--- src/rtl/sptg_pkg.sv ---
// Shared types and constants for the sparse table range gcd block.
package sptg_pkg;

    localparam int DEF_MAX_ELEMENTS = 1024;
    localparam int DEF_NUM_LEVELS   = 11;
    localparam int VAL_W            = 31;
    localparam int IDX_W            = 10;
    localparam int LEN_W            = IDX_W + 1;
    localparam int K_W              = 4;

    typedef enum logic [3:0] {
        ST_IDLE,
        ST_LOAD,
        ST_Q_CHECK,
        ST_Q_RDA,
        ST_Q_RDB,
        ST_Q_GSTART,
        ST_Q_GCD,
        ST_Q_FIN,
        ST_B_LEVEL,
        ST_B_RDA,
        ST_B_RDB,
        ST_B_GSTART,
        ST_B_GCD
    } state_t;

    typedef enum logic [2:0] {
        RD_NONE,
        RD_QA,
        RD_QB,
        RD_BA,
        RD_BB
    } rd_sel_t;

    typedef struct packed {
        logic    capture;
        logic    store;
        rd_sel_t rd_sel;
        logic    latch_a;
        logic    gcd_start;
        logic    out_load;
        logic    b_init;
        logic    b_write;
        logic    b_next_level;
        logic    b_done;
    } cmd_t;

    typedef struct packed {
        logic is_query;
        logic last;
        logic q_err;
        logic gcd_done;
        logic lvl_ok;
        logic next_idx_ok;
        logic out_free;
    } stat_t;

endpackage

--- src/rtl/sptg_ctrl.sv ---
// Controller state machine sequencing loads, queries and the table build.
module sptg_ctrl
    import sptg_pkg::*;
(
    input  logic  clk,
    input  logic  rst_n,
    input  logic  in_valid,
    output logic  in_ready,
    input  stat_t stat,
    output cmd_t  cmd
);

    state_t state_reg, state_next;

    always_ff @(posedge clk or negedge rst_n)
    begin
        if (!rst_n)
            state_reg <= ST_IDLE;
        else
            state_reg <= state_next;
    end

    always_comb
    begin
        state_next = state_reg;
        cmd        = '0;
        cmd.rd_sel = RD_NONE;
        in_ready   = 1'b0;
        unique case (state_reg)
            ST_IDLE:
            begin
                in_ready    = 1'b1;
                cmd.capture = in_valid;
                if (in_valid)
                    state_next = ST_Q_CHECK;
            end
            ST_Q_CHECK:
            begin
                if (!stat.is_query)
                    state_next = ST_LOAD;
                else if (stat.q_err)
                    state_next = ST_Q_FIN;
                else
                    state_next = ST_Q_RDA;
            end
            ST_LOAD:
            begin
                cmd.store  = 1'b1;
                cmd.b_init = stat.last;
                state_next = stat.last ? ST_B_LEVEL : ST_IDLE;
            end
            ST_Q_RDA:
            begin
                cmd.rd_sel = RD_QA;
                state_next = ST_Q_RDB;
            end
            ST_Q_RDB:
            begin
                cmd.rd_sel  = RD_QB;
                cmd.latch_a = 1'b1;
                state_next  = ST_Q_GSTART;
            end
            ST_Q_GSTART:
            begin
                cmd.gcd_start = 1'b1;
                state_next    = ST_Q_GCD;
            end
            ST_Q_GCD:
            begin
                if (stat.gcd_done)
                    state_next = ST_Q_FIN;
            end
            ST_Q_FIN:
            begin
                if (stat.out_free)
                begin
                    cmd.out_load = 1'b1;
                    state_next   = ST_IDLE;
                end
            end
            ST_B_LEVEL:
            begin
                if (stat.lvl_ok)
                    state_next = ST_B_RDA;
                else
                begin
                    cmd.b_done = 1'b1;
                    state_next = ST_IDLE;
                end
            end
            ST_B_RDA:
            begin
                cmd.rd_sel = RD_BA;
                state_next = ST_B_RDB;
            end
            ST_B_RDB:
            begin
                cmd.rd_sel  = RD_BB;
                cmd.latch_a = 1'b1;
                state_next  = ST_B_GSTART;
            end
            ST_B_GSTART:
            begin
                cmd.gcd_start = 1'b1;
                state_next    = ST_B_GCD;
            end
            ST_B_GCD:
            begin
                if (stat.gcd_done)
                begin
                    cmd.b_write = 1'b1;
                    if (stat.next_idx_ok)
                        state_next = ST_B_RDA;
                    else
                    begin
                        cmd.b_next_level = 1'b1;
                        state_next       = ST_B_LEVEL;
                    end
                end
            end
            default:
                state_next = ST_IDLE;
        endcase
    end

endmodule

--- config.mk ---
export PLATFORM = sky130hd
export DESIGN_NAME = sptg_ctrl
export DESIGN_NICKNAME = d
export VERILOG_FILES = /design/src/rtl/sptg_pkg.sv /design/src/rtl/sptg_ctrl.sv
export SDC_FILE = /design/constraint.sdc
export NUM_CORES = 1
export LEC_CHECK = 0
export ABC_CLOCK_PERIOD_IN_PS = 3900
export BUFFER_PORTS_ARGS = -buffer_cell sky130_fd_sc_hd__clkbuf_2
export CELL_PAD_IN_SITES_DETAIL_PLACEMENT = 1
export CELL_PAD_IN_SITES_GLOBAL_PLACEMENT = 1
export CORE_MARGIN = 4
export CORE_UTILIZATION = 31
export DETAILED_ROUTE_END_ITERATION = 6
export PLACE_DENSITY_LB_ADDON = 0.2
export SYNTH_ARGS = -nofsm -noshare
export SYNTH_HDL_FRONTEND = slang
export SYNTH_SLANG_ARGS = --single-unit
export TNS_END_PERCENT = 30
--- constraint.sdc ---
create_clock -name clk -period 3.9 [get_ports clk]
set_input_delay 0.78 -clock clk [delete_from_list [all_inputs] [get_ports clk]]
set_output_delay 0.78 -clock clk [all_outputs]
set_load 0.1 [all_outputs]
* Yosys cells after proc, flatten, opt, wreduce, memory -nomap -nowiden *
Index checks and enable logic that the tools add are counted.

word-level totals
  register bits after elaboration = 4
  bits of input ports = 10
  output and inout port bits = 13
  logic and storage cells = 45

cells by class
  eq/ne operators = 16
  mux-type cells = 24
  reduce and logical (&&, ||, !) cells = 4

operators by type and width
  kind                                           count
  one-hot mux 4 bit (13 select lines)            1
  2-to-1 mux 4 bit                               7
  == test 4 bit, second input constant           5
  == test 4 x 3 -> 1 bit, second input constant  4
  2-to-1 mux 1 bit                               12
  one-hot mux 3 bit (4 select lines)             1
  == test 4 x 2 -> 1 bit, second input constant  2
  inequality test 2 bit, second input constant   4
  == test 4 x 1 -> 1 bit, second input constant  1
  logical NOT 4 bit                              1
  2-to-1 mux 2 bit                               2
  AND reduction 4 bit                            1
  OR reduction 2 bit                             2
  2-to-1 mux 3 bit                               1

* Longest topological paths before layout *
  depth in word-level cells = 3
  mapped depth = 5
  mapped depth without buffers = 4

* Worst setup path before layout *
No wires, ideal clock.

  kind = register to output
  from = register state_reg[3]
  to = output port cmd[11] (netlist bit)
  data arrival time = 4.543 ns
  required time = 3.120 ns
  setup slack = -1.423 ns
  cell stages (with the launch flop) = 4
  buffers on the path = 1
  cell sequence = dfrtp_1 -> clkbuf_1 -> nor4_1 -> and2_1

RTL lines
  element                   RTL line         text
  start: declaration        sptg_ctrl.sv:13  state_t state_reg, state_next;
  start signal: assignment  sptg_ctrl.sv:20  state_reg <= state_next;
  end: declaration          sptg_ctrl.sv:10  output cmd_t cmd

==> metrics.md <==
| Metric | Value |
|---|---|
| Initial antenna violation count | 0 |
| Final hold violations | 0 |
| Gate Count Post-Synth | 60 |
| Final cell count without fillers | 94 |
| Resized cells post-CTS | 0 |
| Final Cycle Share | between 70% and 80% |
| Largest net degree at the start of global routing | 21 |
| Max Clk Rate | between 300 and 400 MHz |
| Cell variety after synth | 33 |
| Via count | 519 |
| WL final | ~1300 µm |
| Gr ovfl total | 0 |
| CTS max path bufs | 2 |
| Top-area cell type share of the netlist area | about 22% |
| Fin crit period | 2.766 ns |
| Die ar. | ~0.0021 mm² |
| Critical Path RT | 3.12 ns |
| Number of max-cap violations | 0 |
| Root Driver | clkbuf_4 |
| Cts bufs inserted | 3 |
| Cell area after placement | 558.0 µm² |
| Pre-antenna DRT Iters | 4 |
| Yosys warns | 0 |
| Post-DP HPWL | 938.4 µm |
| Chip width | between 40 and 50 µm |
| Seq/Total Area, Yosys | between 20% and 30% |
| I/O Buffers | 22 |
| Worst setup SP type | register |
| Cell Area, Synth | about 450 µm² |
| CTS H-tree depth | 1 |
| Slew HR | between 50% and 60% |
| Area of the multi-input gates | 321.6 µm² |
| RSZ-0062 raised after global routing | false |
| First-pass GRT wire length | 2104 µm |
| Fill cell count | ~190 |
| Post-DR vias/cell | around 5.5 |
| Fin Clk Skew | ~0.0066 ns |
| ANT nets after route | 0 |
| Crit. End Element | output port |
| Slew Limit Fails | 0 |
| Setup CP Type | register to output port |
| P&R area growth vs syn | 30.34% |
| Syn nets | 70 |
| CTS tree | done |
| Top cells by area, synth | dfrtp_1 22%, nor2b_1 5.6%, o21ai_0 5.6% |
| Number of flops mapped to enable cells by yosys | 0 |
| # nets final | 91 |
| Starting Density | approximately a third |
| Avg Cell Area, Syn | between 7 and 8 µm² |
| Avg WL per Cell | between 10 and 15 µm |
| Vert. Die Dim | 45.91 µm |
| FF/Latch Area | ~100 µm² |
| Top cells by count, synth | 5 x nor2_1, 5 x o21ai_0, 4 x dfrtp_1, 4 x nand2_1, 4 x nor2b_1 |
| Yosys top cell by area | dfrtp_1 |
| Top_reg_cell synth | dfrtp_1 |
| Status | complete, no violations |
| Design area | 580.6 µm² |
| Async SR Flop Fraction | 100.0% |
| Post-Place Cells | 91 |
| Number of global-route vias before repair | 485 |
| Hold Crit Class | input pin to async pin |
| GRT Total Usage | between 10% and 20% |
| Worst-path maximum fanout | 13 |
| ANT cells | 0 |
| Setup bufs post-CTS | 0 |
| Critical Path AT | ~2.0 ns |
| Max FFs per register | 4 |
| Seq cells post-synth | 4 |
| DRC viols | 0 |
| Reg-to-Reg Start | state_reg[2] |
| Top-Level Pins | 23 |
| Clock Sinks | 4 |
| Layout cells sized above 1 | between 30 and 40% |
| R2R Setup Slk | roughly 2.1 ns |
| Final setup violation count | 0 |
| Initial DRC count | 8 |
| Worst R2R Path Depth | 4 |
| Clk_lat worst skew | around 0.23 ns |
| R2R Path End | state_reg[2] |
| Core area | 0.001334 mm² |
| Least-Margin Pin Slew | a little over 0.6 ns |
| Hold Buf Count CTS | 0 |
| Reg clk slew, reported paths | approximately 0.04 ns |
| Placer Congestion | approximately 0.73 |
| Row count | 13 |
[placed cells by master (no fill, tap or decap), drive strengths merged, types with 3 or more instances in the layout]
cell type / instances
nand2: 4
o21ai: 5
and2: 3
clkbuf: 25
nor3b: 3
dfrtp: 4
nor2: 5
a21oi: 3
nor2b: 4
[critical path, stage by stage (launching register included)]
cell,delay (ns)
dfrtp_1,0.54
nor2_1,0.37
and4_1,0.25
nor2b_1,0.13
clkbuf_2,0.46
[kinds of logic after synthesis]
kind of cell	after synthesis	share of synthesized area [%]
XOR/XNOR	1	1.967
multiplexers	2	5.617
AND/OR/NAND/NOR	30	39.33
buffers and inverters	8	8.145
flip-flops	4	22.47
AO/OA/AOI/OAI	15	22.47
[through the flow]
| step | TNS, ns | utilization [%] | setup WS, ns | hold slack, ns |
|---|---|---|---|---|
| 5_1_grt | 0 | 43.53 | 0.9365 | 0.3385 |
| 3_3_place_gp | 0 | 41.84 | 1.435 | 0.5879 |
| 2_1_floorplan | -0.1700 | - | -0.1700 | 0.4844 |
| 4_1_cts | 0 | 43.53 | 1.107 | 0.3492 |
| 6_report | 0 | 43.53 | 1.134 | 0.3465 |
| 3_5_place_dp | 0 | 41.84 | 1.379 | 0.5912 |
[worst max-delay path by stage]
| stage | start | endpoint | slack [ns] | cells after the start |
|---|---|---|---|---|
| 3_3_place_gp | state_reg[1] | cmd[1] | 1.43 | 4 |
| 4_1_cts | state_reg[1] | cmd[1] | 1.11 | 4 |
| 3_5_place_dp | state_reg[1] | cmd[1] | 1.38 | 4 |
| 6_report | state_reg[1] | cmd[1] | 1.13 | 4 |
| 2_1_floorplan | state_reg[3] | cmd[11] | -0.17 | 3 |
| 5_1_grt | state_reg[0] | cmd[1] | 0.94 | 4 |
[area by class of cell]
type	count	share of cell area, %
flip-flops and latches	4	17.24
inverters	2	1.293
well taps	15	3.233
multi-input cells	48	55.39
clock buffers	3	3.879
repair buffers	22	18.97
[routing by layer]
metal	vias up	GRT usage [%]	wire length [µm]
met5	-	0	0
met4	0	6.818	14
met3	2	1.186	79
met2	21	21.70	630
met1	239	18.03	537
li1	257	-	-
Power is not shown: default switching activity piles up to over one toggle a cycle in this logic, so the estimate is an artifact.
